File: src/design/ucrh_pkg.sv
`timescale 1ns / 1ps

package ucrh_pkg;

    localparam int PACKET_BYTES  = 8;
    localparam int NUM_ENDPOINTS = 4;
    localparam int EP_IDX_W      = $clog2(NUM_ENDPOINTS);
    localparam int PC_W          = $clog2(PACKET_BYTES);
    localparam int QUEUE_DEPTH   = 2;
    localparam int QPTR_W        = $clog2(QUEUE_DEPTH);
    localparam int QCNT_W        = $clog2(QUEUE_DEPTH + 1);
    localparam int CNT_W         = 6;

    localparam logic [PC_W-1:0] PKT_LAST = PC_W'(PACKET_BYTES - 1);

    localparam logic [CNT_W-1:0] LEN_DEVICE = 6'd18;
    localparam logic [CNT_W-1:0] LEN_CONFIG = 6'd32;
    localparam logic [CNT_W-1:0] LEN_LANG   = 6'd4;
    localparam logic [CNT_W-1:0] LEN_SERIAL = 6'd26;
    localparam logic [CNT_W-1:0] LEN_ONE    = 6'd1;
    localparam logic [CNT_W-1:0] LEN_PAIR   = 6'd2;

    // {bRequest, bmRequestType}
    localparam logic [15:0] RQ_GET_DESCRIPTOR = 16'h0680;
    localparam logic [15:0] RQ_SET_ADDRESS    = 16'h0500;
    localparam logic [15:0] RQ_SET_CONFIG     = 16'h0900;
    localparam logic [15:0] RQ_GET_CONFIG     = 16'h0880;
    localparam logic [15:0] RQ_STATUS_DEVICE  = 16'h0080;
    localparam logic [15:0] RQ_STATUS_IFACE   = 16'h0081;
    localparam logic [15:0] RQ_STATUS_EP      = 16'h0082;
    localparam logic [15:0] RQ_SETF_IFACE     = 16'h0301;
    localparam logic [15:0] RQ_SETF_EP        = 16'h0302;
    localparam logic [15:0] RQ_CLRF_IFACE     = 16'h0101;
    localparam logic [15:0] RQ_CLRF_EP        = 16'h0102;

    localparam logic [15:0] DESC_DEVICE    = 16'h0100;
    localparam logic [15:0] DESC_CONFIG    = 16'h0200;
    localparam logic [15:0] DESC_TYPE_MASK = 16'h0F00;
    localparam logic [15:0] DESC_STRING    = 16'h0300;
    localparam logic [7:0]  STR_LANG       = 8'h00;
    localparam logic [7:0]  STR_SERIAL     = 8'h01;

    localparam logic [NUM_ENDPOINTS-1:0] EP0_BIT     = NUM_ENDPOINTS'(1);
    localparam logic [NUM_ENDPOINTS-1:0] EP_CFG_BITS = NUM_ENDPOINTS'(6);

    typedef enum logic [1:0] {
        FN_SETUP     = 2'd0,
        FN_BUS_RESET = 2'd1,
        FN_SUSPEND   = 2'd2,
        FN_RESUME    = 2'd3
    } t_func;

    typedef enum logic [1:0] {
        KIND_DATA  = 2'd0,
        KIND_ZLP   = 2'd1,
        KIND_STALL = 2'd2,
        KIND_NONE  = 2'd3
    } t_kind;

    typedef enum logic [1:0] {
        CS_UNCONFIGURED = 2'd0,
        CS_CONFIGURED   = 2'd1,
        CS_SUSPENDED    = 2'd2
    } t_cfg_state;

    typedef enum logic [1:0] {
        OP_DATA,
        OP_ZLP,
        OP_STALL,
        OP_NONE
    } t_op;

    typedef enum logic [2:0] {
        SRC_DEVICE,
        SRC_CONFIG,
        SRC_LANG,
        SRC_SERIAL,
        SRC_LIT
    } t_src;

    typedef enum logic [1:0] {
        ST_IDLE,
        ST_SINGLE,
        ST_DATA,
        ST_TAIL
    } t_back_state;

    typedef struct packed {
        logic [6:0] addr;
        logic       addr_en;
        logic [1:0] cfg_state;
        logic [7:0] cfg_value;
    } t_status;

    typedef struct packed {
        t_op             op;
        t_src            src;
        logic [7:0]      lit;
        logic [CNT_W-1:0] count;
        logic            tail_zlp;
        t_status         st;
    } t_cmd;

    typedef struct packed {
        t_kind      kind;
        logic [7:0] data;
        logic       pend;
        logic       last;
        t_status    st;
    } t_result;

    function automatic logic [7:0] rom_device(input logic [CNT_W-1:0] idx);
        logic [7:0] b;
        case (idx)
            6'd0:  b = 8'h12;
            6'd1:  b = 8'h01;
            6'd3:  b = 8'h02;
            6'd7:  b = 8'h08;
            6'd8:  b = 8'h94;
            6'd9:  b = 8'h06;
            6'd10: b = 8'h02;
            6'd16: b = 8'h01;
            6'd17: b = 8'h01;
            default: b = 8'h00;
        endcase
        return b;
    endfunction

    function automatic logic [7:0] rom_config(input logic [CNT_W-1:0] idx);
        logic [7:0] b;
        case (idx)
            6'd0:  b = 8'h09;
            6'd1:  b = 8'h02;
            6'd2:  b = 8'h20;
            6'd4:  b = 8'h01;
            6'd5:  b = 8'h01;
            6'd7:  b = 8'hC0;
            6'd9:  b = 8'h09;
            6'd10: b = 8'h04;
            6'd13: b = 8'h02;
            6'd14: b = 8'hFF;
            6'd15: b = 8'hFF;
            6'd16: b = 8'hFF;
            6'd18: b = 8'h07;
            6'd19: b = 8'h05;
            6'd20: b = 8'h01;
            6'd21: b = 8'h02;
            6'd22: b = 8'h40;
            6'd25: b = 8'h07;
            6'd26: b = 8'h05;
            6'd27: b = 8'h82;
            6'd28: b = 8'h02;
            6'd29: b = 8'h40;
            default: b = 8'h00;
        endcase
        return b;
    endfunction

    function automatic logic [7:0] rom_serial(input logic [CNT_W-1:0] idx);
        logic [7:0] b;
        case (idx)
            6'd0:  b = 8'h1A;
            6'd1:  b = 8'h03;
            6'd2:  b = 8'h31;
            6'd4:  b = 8'h32;
            6'd6:  b = 8'h33;
            6'd8:  b = 8'h34;
            6'd10: b = 8'h35;
            6'd12: b = 8'h36;
            6'd14: b = 8'h37;
            6'd16: b = 8'h38;
            6'd18: b = 8'h30;
            6'd20: b = 8'h30;
            6'd22: b = 8'h39;
            6'd24: b = 8'h30;
            default: b = 8'h00;
        endcase
        return b;
    endfunction

    function automatic logic [7:0] rom_lang(input logic [CNT_W-1:0] idx);
        logic [7:0] b;
        case (idx)
            6'd0: b = 8'h04;
            6'd1: b = 8'h03;
            6'd2: b = 8'h09;
            6'd3: b = 8'h04;
            default: b = 8'h00;
        endcase
        return b;
    endfunction

    function automatic logic [7:0] src_byte(input t_src src, input logic [CNT_W-1:0] idx,
                                            input logic [7:0] lit);
        logic [7:0] b;
        case (src)
            SRC_DEVICE: b = rom_device(idx);
            SRC_CONFIG: b = rom_config(idx);
            SRC_LANG:   b = rom_lang(idx);
            SRC_SERIAL: b = rom_serial(idx);
            SRC_LIT:    b = (idx == '0) ? lit : 8'h00;
            default:    b = 8'h00;
        endcase
        return b;
    endfunction

endpackage

File: src/design/ucrh_front.sv
`timescale 1ns / 1ps

module ucrh_front (
    input  logic                 i_clk,
    input  logic                 i_rst_n,
    input  logic                 i_valid,
    output logic                 o_ready,
    input  logic [1:0]           i_func,
    input  logic [63:0]          i_word,
    output logic                 o_q_push,
    input  logic                 i_q_full,
    output ucrh_pkg::t_cmd       o_cmd
);

    logic [1:0]                           r_cfg_state, n_cfg_state;
    logic [7:0]                           r_cfg_value, n_cfg_value;
    logic [6:0]                           r_addr, n_addr;
    logic                                 r_aen, n_aen;
    logic                                 r_cfgbit, n_cfgbit;
    logic [ucrh_pkg::NUM_ENDPOINTS-1:0]   r_ep_en, n_ep_en;

    logic [15:0]                   req, val, len;
    logic [3:0]                    ep;
    logic [ucrh_pkg::EP_IDX_W-1:0] ep_idx;
    logic [ucrh_pkg::NUM_ENDPOINTS-1:0] ep_bit;
    logic                          ep_ok, ep_in_range;
    logic                          accept;
    ucrh_pkg::t_func               func;
    ucrh_pkg::t_cmd                cmd;

    assign req    = {i_word[15:8], i_word[7:0]};
    assign val    = i_word[31:16];
    assign ep     = i_word[35:32];
    assign len    = i_word[63:48];
    assign func   = ucrh_pkg::t_func'(i_func);
    assign ep_idx = ep[ucrh_pkg::EP_IDX_W-1:0];
    assign ep_bit = ucrh_pkg::EP0_BIT << ep_idx;
    assign ep_in_range = (ep < 4'(ucrh_pkg::NUM_ENDPOINTS));
    assign ep_ok  = (val == 16'h0000) && (ep != 4'd0) && ep_in_range;

    assign o_ready  = !i_q_full;
    assign accept   = i_valid && o_ready;
    assign o_q_push = accept;

    always_comb begin
        n_cfg_state  = r_cfg_state;
        n_cfg_value  = r_cfg_value;
        n_addr       = r_addr;
        n_aen        = r_aen;
        n_cfgbit     = r_cfgbit;
        n_ep_en      = r_ep_en;
        cmd.op       = ucrh_pkg::OP_STALL;
        cmd.src      = ucrh_pkg::SRC_LIT;
        cmd.lit      = 8'h00;
        cmd.count    = ucrh_pkg::LEN_ONE;
        cmd.tail_zlp = 1'b0;
        case (func)
            ucrh_pkg::FN_SETUP: begin
                case (req)
                    ucrh_pkg::RQ_GET_DESCRIPTOR: begin
                        if (val == ucrh_pkg::DESC_DEVICE) begin
                            cmd.op    = ucrh_pkg::OP_DATA;
                            cmd.src   = ucrh_pkg::SRC_DEVICE;
                            cmd.count = ucrh_pkg::LEN_DEVICE;
                        end else if (val == ucrh_pkg::DESC_CONFIG) begin
                            if (len == 16'd0) begin
                                cmd.op = ucrh_pkg::OP_ZLP;
                            end else begin
                                cmd.op       = ucrh_pkg::OP_DATA;
                                cmd.src      = ucrh_pkg::SRC_CONFIG;
                                cmd.count    = (len < 16'd32) ? len[ucrh_pkg::CNT_W-1:0]
                                                              : ucrh_pkg::LEN_CONFIG;
                                cmd.tail_zlp = (len > 16'd32);
                            end
                        end else if ((val & ucrh_pkg::DESC_TYPE_MASK) ==
                                     ucrh_pkg::DESC_STRING) begin
                            if (val[7:0] == ucrh_pkg::STR_LANG) begin
                                cmd.op    = ucrh_pkg::OP_DATA;
                                cmd.src   = ucrh_pkg::SRC_LANG;
                                cmd.count = ucrh_pkg::LEN_LANG;
                            end else if (val[7:0] == ucrh_pkg::STR_SERIAL) begin
                                cmd.op    = ucrh_pkg::OP_DATA;
                                cmd.src   = ucrh_pkg::SRC_SERIAL;
                                cmd.count = ucrh_pkg::LEN_SERIAL;
                            end
                        end
                    end
                    ucrh_pkg::RQ_SET_ADDRESS: begin
                        cmd.op   = ucrh_pkg::OP_ZLP;
                        n_addr   = val[6:0];
                        n_aen    = (val != 16'h0000);
                        n_cfgbit = 1'b0;
                    end
                    ucrh_pkg::RQ_SET_CONFIG: begin
                        cmd.op      = ucrh_pkg::OP_ZLP;
                        n_cfg_state = ucrh_pkg::CS_CONFIGURED;
                        n_cfg_value = val[7:0];
                        n_cfgbit    = (val != 16'h0000);
                        n_aen       = (val == 16'h0000);
                        n_ep_en     = (r_ep_en & ucrh_pkg::EP0_BIT) |
                                      ((val != 16'h0000) ? ucrh_pkg::EP_CFG_BITS : '0);
                    end
                    ucrh_pkg::RQ_SETF_EP: begin
                        if (ep_ok) begin
                            cmd.op  = ucrh_pkg::OP_ZLP;
                            n_ep_en = r_ep_en & ~ep_bit;
                        end
                    end
                    ucrh_pkg::RQ_CLRF_EP: begin
                        if (ep_ok) begin
                            cmd.op  = ucrh_pkg::OP_ZLP;
                            n_ep_en = r_ep_en | ep_bit;
                        end
                    end
                    ucrh_pkg::RQ_GET_CONFIG: begin
                        cmd.op    = ucrh_pkg::OP_DATA;
                        cmd.lit   = r_cfg_value;
                        cmd.count = ucrh_pkg::LEN_ONE;
                    end
                    ucrh_pkg::RQ_STATUS_DEVICE: begin
                        cmd.op    = ucrh_pkg::OP_DATA;
                        cmd.lit   = 8'h01;
                        cmd.count = ucrh_pkg::LEN_PAIR;
                    end
                    ucrh_pkg::RQ_STATUS_IFACE: begin
                        cmd.op    = ucrh_pkg::OP_DATA;
                        cmd.count = ucrh_pkg::LEN_PAIR;
                    end
                    ucrh_pkg::RQ_STATUS_EP: begin
                        if (r_cfgbit && ep_in_range) begin
                            cmd.op    = ucrh_pkg::OP_DATA;
                            cmd.count = ucrh_pkg::LEN_PAIR;
                            cmd.lit   = (ep == 4'd0) ? 8'h00 : {7'd0, ~r_ep_en[ep_idx]};
                        end else if (r_aen && (ep == 4'd0)) begin
                            cmd.op    = ucrh_pkg::OP_DATA;
                            cmd.count = ucrh_pkg::LEN_PAIR;
                            cmd.lit   = {7'd0, ~r_ep_en[0]};
                        end
                    end
                    ucrh_pkg::RQ_SETF_IFACE, ucrh_pkg::RQ_CLRF_IFACE: begin
                        cmd.op = ucrh_pkg::OP_ZLP;
                    end
                    default: begin
                        cmd.op = ucrh_pkg::OP_STALL;
                    end
                endcase
            end
            ucrh_pkg::FN_BUS_RESET: begin
                cmd.op      = ucrh_pkg::OP_NONE;
                n_cfg_state = ucrh_pkg::CS_UNCONFIGURED;
                n_cfg_value = 8'h00;
                n_addr      = 7'd0;
                n_aen       = 1'b0;
                n_cfgbit    = 1'b0;
                n_ep_en     = ucrh_pkg::EP0_BIT;
            end
            ucrh_pkg::FN_SUSPEND: begin
                cmd.op      = ucrh_pkg::OP_NONE;
                n_cfg_state = (r_cfg_state == ucrh_pkg::CS_CONFIGURED) ?
                              ucrh_pkg::CS_SUSPENDED : ucrh_pkg::CS_UNCONFIGURED;
            end
            ucrh_pkg::FN_RESUME: begin
                cmd.op      = ucrh_pkg::OP_NONE;
                n_cfg_state = (r_cfg_state == ucrh_pkg::CS_SUSPENDED) ?
                              ucrh_pkg::CS_CONFIGURED : ucrh_pkg::CS_UNCONFIGURED;
            end
            default: begin
                cmd.op = ucrh_pkg::OP_NONE;
            end
        endcase
        cmd.st.addr      = n_addr;
        cmd.st.addr_en   = n_aen;
        cmd.st.cfg_state = n_cfg_state;
        cmd.st.cfg_value = n_cfg_value;
    end

    assign o_cmd = cmd;

    always_ff @(posedge i_clk) begin
        if (!i_rst_n) begin
            r_cfg_state <= ucrh_pkg::CS_UNCONFIGURED;
            r_cfg_value <= 8'h00;
            r_addr      <= 7'd0;
            r_aen       <= 1'b0;
            r_cfgbit    <= 1'b0;
            r_ep_en     <= ucrh_pkg::EP0_BIT;
        end else if (accept) begin
            r_cfg_state <= n_cfg_state;
            r_cfg_value <= n_cfg_value;
            r_addr      <= n_addr;
            r_aen       <= n_aen;
            r_cfgbit    <= n_cfgbit;
            r_ep_en     <= n_ep_en;
        end
    end

endmodule

File: src/design/ucrh_cmd_queue.sv
`timescale 1ns / 1ps

module ucrh_cmd_queue (
    input  logic              i_clk,
    input  logic              i_rst_n,
    input  logic              i_push,
    output logic              o_full,
    input  ucrh_pkg::t_cmd    i_cmd,
    output logic              o_valid,
    input  logic              i_pop,
    output ucrh_pkg::t_cmd    o_cmd
);

    ucrh_pkg::t_cmd              r_mem [ucrh_pkg::QUEUE_DEPTH];
    logic [ucrh_pkg::QPTR_W-1:0] r_wp, r_rp;
    logic [ucrh_pkg::QCNT_W-1:0] r_cnt;
    logic                        full, do_push, do_pop;

    localparam logic [ucrh_pkg::QPTR_W-1:0] PTR_LAST =
        ucrh_pkg::QPTR_W'(ucrh_pkg::QUEUE_DEPTH - 1);
    localparam logic [ucrh_pkg::QCNT_W-1:0] CNT_FULL =
        ucrh_pkg::QCNT_W'(ucrh_pkg::QUEUE_DEPTH);

    assign full    = (r_cnt == CNT_FULL);
    assign o_valid = (r_cnt != '0);
    assign do_push = i_push && !full;
    assign do_pop  = i_pop && o_valid;
    assign o_cmd   = r_mem[r_rp];

    assign o_full = full;

    always_ff @(posedge i_clk) begin
        if (do_push) begin
            r_mem[r_wp] <= i_cmd;
        end
    end

    always_ff @(posedge i_clk) begin
        if (!i_rst_n) begin
            r_wp  <= '0;
            r_rp  <= '0;
            r_cnt <= '0;
        end else begin
            if (do_push) begin
                r_wp <= (r_wp == PTR_LAST) ? '0 : r_wp + 1'b1;
            end
            if (do_pop) begin
                r_rp <= (r_rp == PTR_LAST) ? '0 : r_rp + 1'b1;
            end
            case ({do_push, do_pop})
                2'b10:   r_cnt <= r_cnt + 1'b1;
                2'b01:   r_cnt <= r_cnt - 1'b1;
                default: r_cnt <= r_cnt;
            endcase
        end
    end

endmodule

File: src/design/ucrh_back.sv
`timescale 1ns / 1ps

module ucrh_back (
    input  logic              i_clk,
    input  logic              i_rst_n,
    input  logic              i_q_valid,
    input  ucrh_pkg::t_cmd    i_q_cmd,
    output logic              o_q_pop,
    output logic              o_valid,
    input  logic              i_ready,
    output ucrh_pkg::t_result o_res
);

    ucrh_pkg::t_back_state         r_state, n_state;
    ucrh_pkg::t_cmd                r_cmd, n_cmd;
    logic [ucrh_pkg::CNT_W-1:0]    r_idx, n_idx, idx_next;
    logic [ucrh_pkg::PC_W-1:0]     r_pc, n_pc;
    logic                          r_valid, n_valid;
    ucrh_pkg::t_result             r_res, n_res;
    logic                          can_emit, final_byte;

    assign can_emit   = !r_valid || i_ready;
    assign idx_next   = r_idx + 1'b1;
    assign final_byte = (idx_next == r_cmd.count);

    always_comb begin
        n_state = r_state;
        n_cmd   = r_cmd;
        n_idx   = r_idx;
        n_pc    = r_pc;
        n_valid = r_valid && !i_ready;
        n_res   = r_res;
        o_q_pop = 1'b0;
        case (r_state)
            ucrh_pkg::ST_IDLE: begin
                if (i_q_valid) begin
                    o_q_pop = 1'b1;
                    n_cmd   = i_q_cmd;
                    n_idx   = '0;
                    n_pc    = '0;
                    n_state = (i_q_cmd.op == ucrh_pkg::OP_DATA) ? ucrh_pkg::ST_DATA
                                                                 : ucrh_pkg::ST_SINGLE;
                end
            end
            ucrh_pkg::ST_SINGLE: begin
                if (can_emit) begin
                    n_valid    = 1'b1;
                    n_res.data = 8'h00;
                    n_res.last = 1'b1;
                    n_res.st   = r_cmd.st;
                    case (r_cmd.op)
                        ucrh_pkg::OP_ZLP: begin
                            n_res.kind = ucrh_pkg::KIND_ZLP;
                            n_res.pend = 1'b1;
                        end
                        ucrh_pkg::OP_STALL: begin
                            n_res.kind = ucrh_pkg::KIND_STALL;
                            n_res.pend = 1'b0;
                        end
                        default: begin
                            n_res.kind = ucrh_pkg::KIND_NONE;
                            n_res.pend = 1'b0;
                        end
                    endcase
                    n_state = ucrh_pkg::ST_IDLE;
                end
            end
            ucrh_pkg::ST_DATA: begin
                if (can_emit) begin
                    n_valid    = 1'b1;
                    n_res.kind = ucrh_pkg::KIND_DATA;
                    n_res.data = ucrh_pkg::src_byte(r_cmd.src, r_idx, r_cmd.lit);
                    n_res.pend = (r_pc == ucrh_pkg::PKT_LAST) || final_byte;
                    n_res.last = final_byte && !r_cmd.tail_zlp;
                    n_res.st   = r_cmd.st;
                    n_idx      = idx_next;
                    n_pc       = (r_pc == ucrh_pkg::PKT_LAST) ? '0 : r_pc + 1'b1;
                    if (final_byte) begin
                        n_state = r_cmd.tail_zlp ? ucrh_pkg::ST_TAIL : ucrh_pkg::ST_IDLE;
                    end
                end
            end
            ucrh_pkg::ST_TAIL: begin
                if (can_emit) begin
                    n_valid    = 1'b1;
                    n_res.kind = ucrh_pkg::KIND_ZLP;
                    n_res.data = 8'h00;
                    n_res.pend = 1'b1;
                    n_res.last = 1'b1;
                    n_res.st   = r_cmd.st;
                    n_state    = ucrh_pkg::ST_IDLE;
                end
            end
            default: begin
                n_state = ucrh_pkg::ST_IDLE;
            end
        endcase
    end

    always_ff @(posedge i_clk) begin
        if (!i_rst_n) begin
            r_state <= ucrh_pkg::ST_IDLE;
            r_valid <= 1'b0;
        end else begin
            r_state <= n_state;
            r_valid <= n_valid;
        end
    end

    always_ff @(posedge i_clk) begin
        r_cmd <= n_cmd;
        r_idx <= n_idx;
        r_pc  <= n_pc;
        r_res <= n_res;
    end

    assign o_valid = r_valid;
    assign o_res   = r_res;

endmodule

File: src/design/usb_control_request_handler_core.sv
`timescale 1ns / 1ps
// An accepted event word is written into the command queue, popped by the back end in
// its idle state, and its first result word is registered on the output.
// Throughput: one result word per cycle while the sink is ready; a reply is up to 33 words.
// A two-entry command queue lets the front take events while replies stream out.
// Reset: synchronous active low; clears device state, queue and output valid.

module usb_control_request_handler_core (
    input  logic        i_clk,
    input  logic        i_rst_n,
    input  logic        i_s_axis_tvalid,
    output logic        o_s_axis_tready,
    // request_type[7:0], request_code[15:8], value_word[31:16],
    // index_word[47:32], length_word[63:48]
    input  logic [63:0] i_s_axis_tdata,
    // func[1:0]
    input  logic [1:0]  i_s_axis_tuser,
    output logic        o_m_axis_tvalid,
    input  logic        i_m_axis_tready,
    // data_byte[7:0], device_address[14:8], address_enabled[15],
    // configured_state[17:16], current_config[25:18], zero[31:26]
    output logic [31:0] o_m_axis_tdata,
    // kind[1:0], packet_end[2]
    output logic [2:0]  o_m_axis_tuser,
    output logic        o_m_axis_tlast
);

    logic              q_push, q_full;
    ucrh_pkg::t_cmd    front_cmd, q_cmd;
    logic              q_valid, q_pop;
    ucrh_pkg::t_result res;

    ucrh_front u_front (
        .i_clk    (i_clk),
        .i_rst_n  (i_rst_n),
        .i_valid  (i_s_axis_tvalid),
        .o_ready  (o_s_axis_tready),
        .i_func   (i_s_axis_tuser),
        .i_word   (i_s_axis_tdata),
        .o_q_push (q_push),
        .i_q_full (q_full),
        .o_cmd    (front_cmd)
    );

    ucrh_cmd_queue u_queue (
        .i_clk   (i_clk),
        .i_rst_n (i_rst_n),
        .i_push  (q_push),
        .o_full  (q_full),
        .i_cmd   (front_cmd),
        .o_valid (q_valid),
        .i_pop   (q_pop),
        .o_cmd   (q_cmd)
    );

    ucrh_back u_back (
        .i_clk     (i_clk),
        .i_rst_n   (i_rst_n),
        .i_q_valid (q_valid),
        .i_q_cmd   (q_cmd),
        .o_q_pop   (q_pop),
        .o_valid   (o_m_axis_tvalid),
        .i_ready   (i_m_axis_tready),
        .o_res     (res)
    );

    assign o_m_axis_tdata = {6'd0, res.st.cfg_value, res.st.cfg_state, res.st.addr_en,
                             res.st.addr, res.data};
    assign o_m_axis_tuser = {res.pend, res.kind};
    assign o_m_axis_tlast = res.last;

endmodule

File: config.mk
export PLATFORM = sky130hd
export DESIGN_NAME = usb_control_request_handler_core
export DESIGN_NICKNAME = d
export VERILOG_FILES = /design/src/design/ucrh_pkg.sv /design/src/design/ucrh_front.sv /design/src/design/ucrh_cmd_queue.sv /design/src/design/ucrh_back.sv /design/src/design/usb_control_request_handler_core.sv
export SDC_FILE = /design/constraint.sdc
export NUM_CORES = 1
export LEC_CHECK = 0
export BUFFER_PORTS_ARGS = -buffer_cell sky130_fd_sc_hd__buf_2
export CORE_MARGIN = 10
export CORE_UTILIZATION = 40
export DETAILED_ROUTE_END_ITERATION = 12
export GPL_TIMING_DRIVEN = 0
export PLACE_DENSITY = 0.65
export SLEW_MARGIN = 20
export SYNTH_ARGS = -nofsm -noshare
export SYNTH_HDL_FRONTEND = slang
export SYNTH_SLANG_ARGS = --single-unit
File: constraint.sdc
create_clock -name i_clk -period 12.9 [get_ports i_clk]
set_clock_uncertainty 0.05 [all_clocks]
set_input_delay 0.645 -clock i_clk [delete_from_list [all_inputs] [get_ports i_clk]]
set_output_delay 0.645 -clock i_clk [all_outputs]
set_load 0.01 [all_outputs]
==> results.txt, run 1 <==
status: complete, no violations
RSZ-0062 raised after global routing: false
Post-synth EDFFs: 153
Area Growth Syn to Fin: 17.8%
FFs w/ async S/R, synth: 0%
max-slew violations: 0
internal power: 1.49 mW
maximum clock insertion buffer count: 3
Synth Flop Type: edfxtp_1
placer congestion estimate: 0.856
met3 global-route usage: 3.08%
placed insts: 1077
Fin Setup TNS: 0 ns
worst skew pair latency: 0.50 ns
Synthesis Warnings: 0
CP peak stage delay: 0.49 ns
Pleak: 3.83 nW
CP arrival: 3.19 ns
Final Hold Fails: 0
Max Clk Rate: 357 MHz
register area share after synthesis: 62.4%
setup bufs post-CTS: 0
synthesized area: 9000 um^2
Synth area leader: edfxtp_1
CTS Buf Count: 22
Die Area: 28900 um^2
non-filler cells, final: 1116
worst-path maximum fanout: 8
Cells after Synth: 697
Clock transition at path regs: 0.06 ns
startpoint types: flip-flop
Synth top area share: 51.0%
Data required, critical path: 13.29 ns
share of layout cells above drive strength 1: 26.4%
fin nets: 903
ant diodes: 0
Antenna Nets Post-Route: 0
post-DR vias/cell: 5.28
Post-route DRC: 0
reg2reg path depth: 9
startpoint of the worst hold path: i_s_axis_tdata[23]
FF/Latch Area: 5620 um^2
synthesized flop and latch total: 204
Fillers: 1924
Overall Global Routing Usage: 13.2%
final setup fails: 0
Final Core Density: 48.3%
GR Overflow Total: 0
busiest layer in global routing: met2
largest net degree at the start of global routing: 27
antenna violations before repair: 0
fin crit share: 21.7%
met2 Track Usage GR: 22.0%
Mean Syn Cell Area: 12.9 um^2
Multi-input gate area: 3200 um^2
Post-DP HPWL: 14200 um
WL per Instance: 17.5 um
Max Cap Viol: 0
Initial Util: 41.0%
top cells by count, synth: edfxtp_1, nor2_1, dfxtp_1, mux2_2, nand2_1
count of different cell masters after synthesis: 77
CP cell instances: nor2b_1, nor2_1, mux2_2, a22o_1, inv_1, ha_1, nand3_1, o22ai_2, a311o_1
Hold EP: u_front.r_cfg_value[7]
GRT met1 Usage: 17.0%
slowest cell on the critical path: nor2b_1
Total Wirelength: 19500 um
Synth area leaders: edfxtp_1, dfxtp_1, mux2_2
# IOs: 108
vias: 5898
Gate power share: 28.1%
clock network fraction of total power: 27.3%
first-pass GRT wire length: 31200 um
most common cell in the netlist: edfxtp_1
IO buf count: 88
Core ar.: 22000 um^2
Root Buffer: clkbuf_16
actual slew at the worst max-slew pin: 0.912 ns
switching share of power: 30.7%
net switching power figure: 0.661 mW
Total Power: 2.15 mW
Reg power frac: 44.5%
clk sink count: 204
number of global-route vias before repair: 5902
Tmin final: 2.80 ns
WHS Path Cells: 2
Setup CP Type: reg2reg
CTS tree: yes
maximum vdd drop: 108 uV
headroom to the max-slew limit: 38.7%
Iter 0 DRT Violations: 349
Die W: 170 um
chip height: 170 um
worst flop-to-flop path startpoint: u_back.o_valid
register-to-register setup slack: 10.10 ns
CTS H-tree lvls: 1
Hold Crit Class: in2reg
CP Capture Type: flip-flop
Rows: 54
PwrDens: 203 nW/um^2
DRT Pass-1 Iters: 5
hold-fix buffer count after cts: 0
Post-CTS Resized: 0
-- worst max-delay path: cells and delay by family, from the launching register on --
family	cells	cell delay, ns
AO/OA/AOI/OAI	3	0.76
multiplexers	1	0.30
AND/OR/NAND/NOR	3	0.79
adder cells (fa/ha/maj)	1	0.30
buffers and inverters	1	0.19
flip-flops	1	0.34
-- cells in the final DEF (no fill, tap or decap), types with 16 or more instances in the layout --
master	netlist	routed
mux2_2	48	48
edfxtp_1	153	153
nor2_1	63	61
nand2_1	33	33
o21ai_0	22	22
nand3_1	16	16
dfxtp_1	51	51
a22o_1	25	25
buf_2	5	93
clkbuf_16	0	22
nor3_1	27	26
a21oi_1	27	27
clkbuf_1	15	24
-- stage by stage --
stage	hold slack (ns)	setup slack [ns]	area (um^2)
3_3_place_gp	0.355	6.55	9810
6_report	0.361	10.10	10600
3_5_place_dp	0.355	9.58	9930
4_1_cts	0.335	10.10	10600
2_1_floorplan	0.350	8.11	9020
5_1_grt	0.337	9.87	10600
-- logic make-up after synthesis --
group | Yosys count | synth area share, %
muxes | 58 | 7.16
and+or+nand+nor | 221 | 13.3
xor gates and xnor gates | 16 | 1.71
buffers and inverters | 46 | 2.52
AOI/OAI and AO/OA | 139 | 11.2
other | 1 | 0.0417
adders and majority gates | 12 | 1.67
DFF | 204 | 62.4
-- final cells by class --
type	instances	area share, %
Inverter	11	0.389
Timing Repair Buffer	95	5.07
Clock inverter	7	0.708
Multi-Input combinational cell	452	30.2
Sequential cell	204	53.0
Tap cell	280	3.30
Buffer	35	1.75
Clock buffer	32	5.64
-- power by group through the flow --
stage	Sequential [mW]	Clock (mW)	Combinational, mW
after CTS	0.960	0.604	0.609
after global placement	0.985	0	0.569
after detailed placement	0.974	0	0.606
final	0.959	0.589	0.605
after global routing	0.974	0.631	0.666
after floorplan	0.984	0	0.393
-- how the worst max path moves through the flow --
stage / startpoint / endpoint / slack (ns) / depth (start not counted)
3_5_place_dp: i_s_axis_tdata[20] / u_queue.r_mem[0][35] / 9.58 / 8
3_3_place_gp: u_back.r_state[1] / u_queue.r_cnt[1] / 6.55 / 6
5_1_grt: i_s_axis_tdata[20] / u_queue.r_mem[0][35] / 9.87 / 8
6_report: u_back.o_valid / flip-flop / 10.10 / 9
4_1_cts: i_s_axis_tdata[20] / u_queue.r_mem[1][35] / 10.10 / 8
2_1_floorplan: u_back.r_state[1] / u_queue.r_cnt[1] / 8.11 / 6
-- layer usage --
metal  part of all wire [%]  wire (um)
met5                      0          0
met3                    5.5       1080
met4                    1.4        280
met1                     45       8800
met2                     48       9340
Power figures use the tool's default switching activity.
==> inputs of run 2 (changes only) <==
==> constraint.sdc (replaced) <==
create_clock -name i_clk -period 2.61 [get_ports i_clk]
set_clock_uncertainty 0.05 [all_clocks]
set_input_delay 0.1305 -clock i_clk [delete_from_list [all_inputs] [get_ports i_clk]]
set_output_delay 0.1305 -clock i_clk [all_outputs]
set_load 0.01 [all_outputs]
==> results.txt, run 2 (same netlist as run 1, synthesis figures left out) <==
status: complete, no violations (unchanged)
fin nets: 913 (was 903)
worst-path maximum fanout: 15 (was 8)
Final Core Density: 49.2% (was 48.3%)
slowest cell on the critical path: nor3_4 (was nor2b_1)
PwrDens: 1000 nW/um^2 (was 203 nW/um^2)
Pleak: 3.91 nW (was 3.83 nW)
CTS Buf Count: 22 (unchanged)
Clock transition at path regs: 0.06 ns (about the same)
# IOs: 108 (unchanged)
startpoint of the worst hold path: i_rst_n (was i_s_axis_tdata[23])
Fillers: 1911 (was 1924)
share of layout cells above drive strength 1: 27.3% (was 26.4%)
Root Buffer: clkbuf_16 (unchanged)
clk sink count: 204 (unchanged)
startpoint types: flip-flop (unchanged)
Core ar.: 22000 um^2 (unchanged)
GR Overflow Total: 0 (unchanged)
RSZ-0062 raised after global routing: false (unchanged)
placer congestion estimate: 0.870 (was 0.856)
Final Hold Fails: 0 (unchanged)
fin crit share: 94.7% (was 21.7%)
Max Clk Rate: 405 MHz (was 357 MHz)
Die W: 170 um (unchanged)
Post-route DRC: 0 (unchanged)
busiest layer in global routing: met2 (unchanged)
actual slew at the worst max-slew pin: 0.923 ns (was 0.912 ns)
Die Area: 28900 um^2 (unchanged)
DRT Pass-1 Iters: 5 (unchanged)
Initial Util: 41.0% (unchanged)
CP Capture Type: flip-flop (unchanged)
WL per Instance: 17.7 um (was 17.5 um)
CP cell instances: clkbuf_2, clkbuf_2, nor3_4, ha_1, or3_1, a21oi_1 (was nor2b_1, nor2_1, mux2_2, a22o_1, inv_1, ha_1, nand3_1, o22ai_2, a311o_1)
Post-DP HPWL: 14300 um (was 14200 um)
Rows: 54 (unchanged)
met3 global-route usage: 2.85% (was 3.08%)
final setup fails: 0 (unchanged)
maximum vdd drop: 494 uV (was 108 uV)
CP arrival: 2.85 ns (was 3.19 ns)
GRT met1 Usage: 17.8% (was 17.0%)
Data required, critical path: 2.99 ns (was 13.29 ns)
antenna violations before repair: 0 (unchanged)
met2 Track Usage GR: 21.7% (was 22.0%)
IO buf count: 88 (unchanged)
most frequent cells in the layout: edfxtp_1, buf_2, nor2_1 (unchanged)
headroom to the max-slew limit: 38.5% (was 38.7%)
register-to-register setup slack: 0.14 ns (was 10.10 ns)
Overall Global Routing Usage: 13.5% (was 13.2%)
first-pass GRT wire length: 31900 um (was 31200 um)
Area Growth Syn to Fin: 20.0% (was 17.8%)
Tmin final: 2.47 ns (was 2.80 ns)
maximum clock insertion buffer count: 3 (unchanged)
Total Wirelength: 19900 um (was 19500 um)
worst skew pair latency: 0.51 ns (was 0.50 ns)
Hold Crit Class: in2reg (unchanged)
CP peak stage delay: 0.72 ns (was 0.49 ns)
worst flop-to-flop path startpoint: u_back.r_state[1] (was u_back.o_valid)
Antenna Nets Post-Route: 0 (unchanged)
ant diodes: 0 (unchanged)
vias: 6010 (was 5898)
chip height: 170 um (unchanged)
max-slew violations: 0 (unchanged)
post-DR vias/cell: 5.33 (was 5.28)
Total Power: 10.8 mW (was 2.15 mW)
number of global-route vias before repair: 6031 (was 5902)
Setup CP Type: reg2reg (unchanged)
cell mode on critical path: clkbuf_2
Iter 0 DRT Violations: 342 (was 349)
most common library cell in the layout ignoring fill and taps: edfxtp_1 (unchanged)
CTS H-tree lvls: 1 (unchanged)
CTS tree: yes (unchanged)
largest net degree at the start of global routing: 27 (unchanged)
Crit. Startpoint: u_back.r_state[1] (was u_back.o_valid)
Max Cap Viol: 0 (unchanged)
[run 2: through the flow]
step | hold WS [ns] | std cells | setup TNS (ns) | area, um^2 | worst slack (ns)
2_1_floorplan | 0.206 | 702 | -0.179 | 9040 | -0.179
3_3_place_gp | 0.340 | 1070 | -43.25 | 9830 | -0.852
3_5_place_dp | 0.339 | 1075 | -0.175 | 9930 | -0.0805
4_1_cts | 0.0110 | 1126 | 0 | 10800 | 0.0194
5_1_grt | 0.0468 | 1127 | 0 | 10800 | 0.00667
6_report | 0.0293 | 1127 | 0 | 10800 | 0.138
[run 2: final cells by class]
class / count / area (um^2) / share of cell area, %
Clock buffer: 34 / 636 / 5.88
Multi-Input combinational cell: 452 / 3250 / 30.1
Tap cell: 280 / 350 / 3.24
Inverter: 11 / 41.3 / 0.382
Timing Repair Buffer: 105 / 648 / 6.00
Sequential cell: 204 / 5620 / 52.0
Clock inverter: 6 / 71.3 / 0.660
Buffer: 35 / 188 / 1.74
[run 2: worst paths after layout]
path / cells past startpoint / end
max reg2reg: 6 / u_queue.r_cnt[1]
max: 6 / u_queue.r_cnt[1]
min: 3 / u_front.r_ep_en[2]
min reg2reg: 0 / u_back.o_res[9]
[run 2: report_power, final]
group / internal (mW) / switching (mW)
Combinational: 1.21 / 1.88
Clock: 1.78 / 1.22
Sequential: 4.51 / 0.249
[run 2: repair_timing]
action	in CTS	in global routing
endpoints found under the hold margin	31	0
endpoints found under the setup margin	5	12
buffers inserted	0	1
hold buffers	11	0
gates resized for setup	3	12
[run 2: routing by layer]
metal  share of wire (%)  vias up  wire (um)
li1                    -     2934          -
met1                  46     2874       9210
met2                  46      167       9120
met3                 5.3       35       1060
met4                 2.6        0        515
met5                   0        -          0
[run 2: worst max-delay path: cells and delay by family (launching register included)]
family          cells  cell delay, ns
compound gates      1            0.16
fa+ha+maj           1            0.40
buf+inv             2            0.40
flops               1            0.29
simple gates        2            1.10
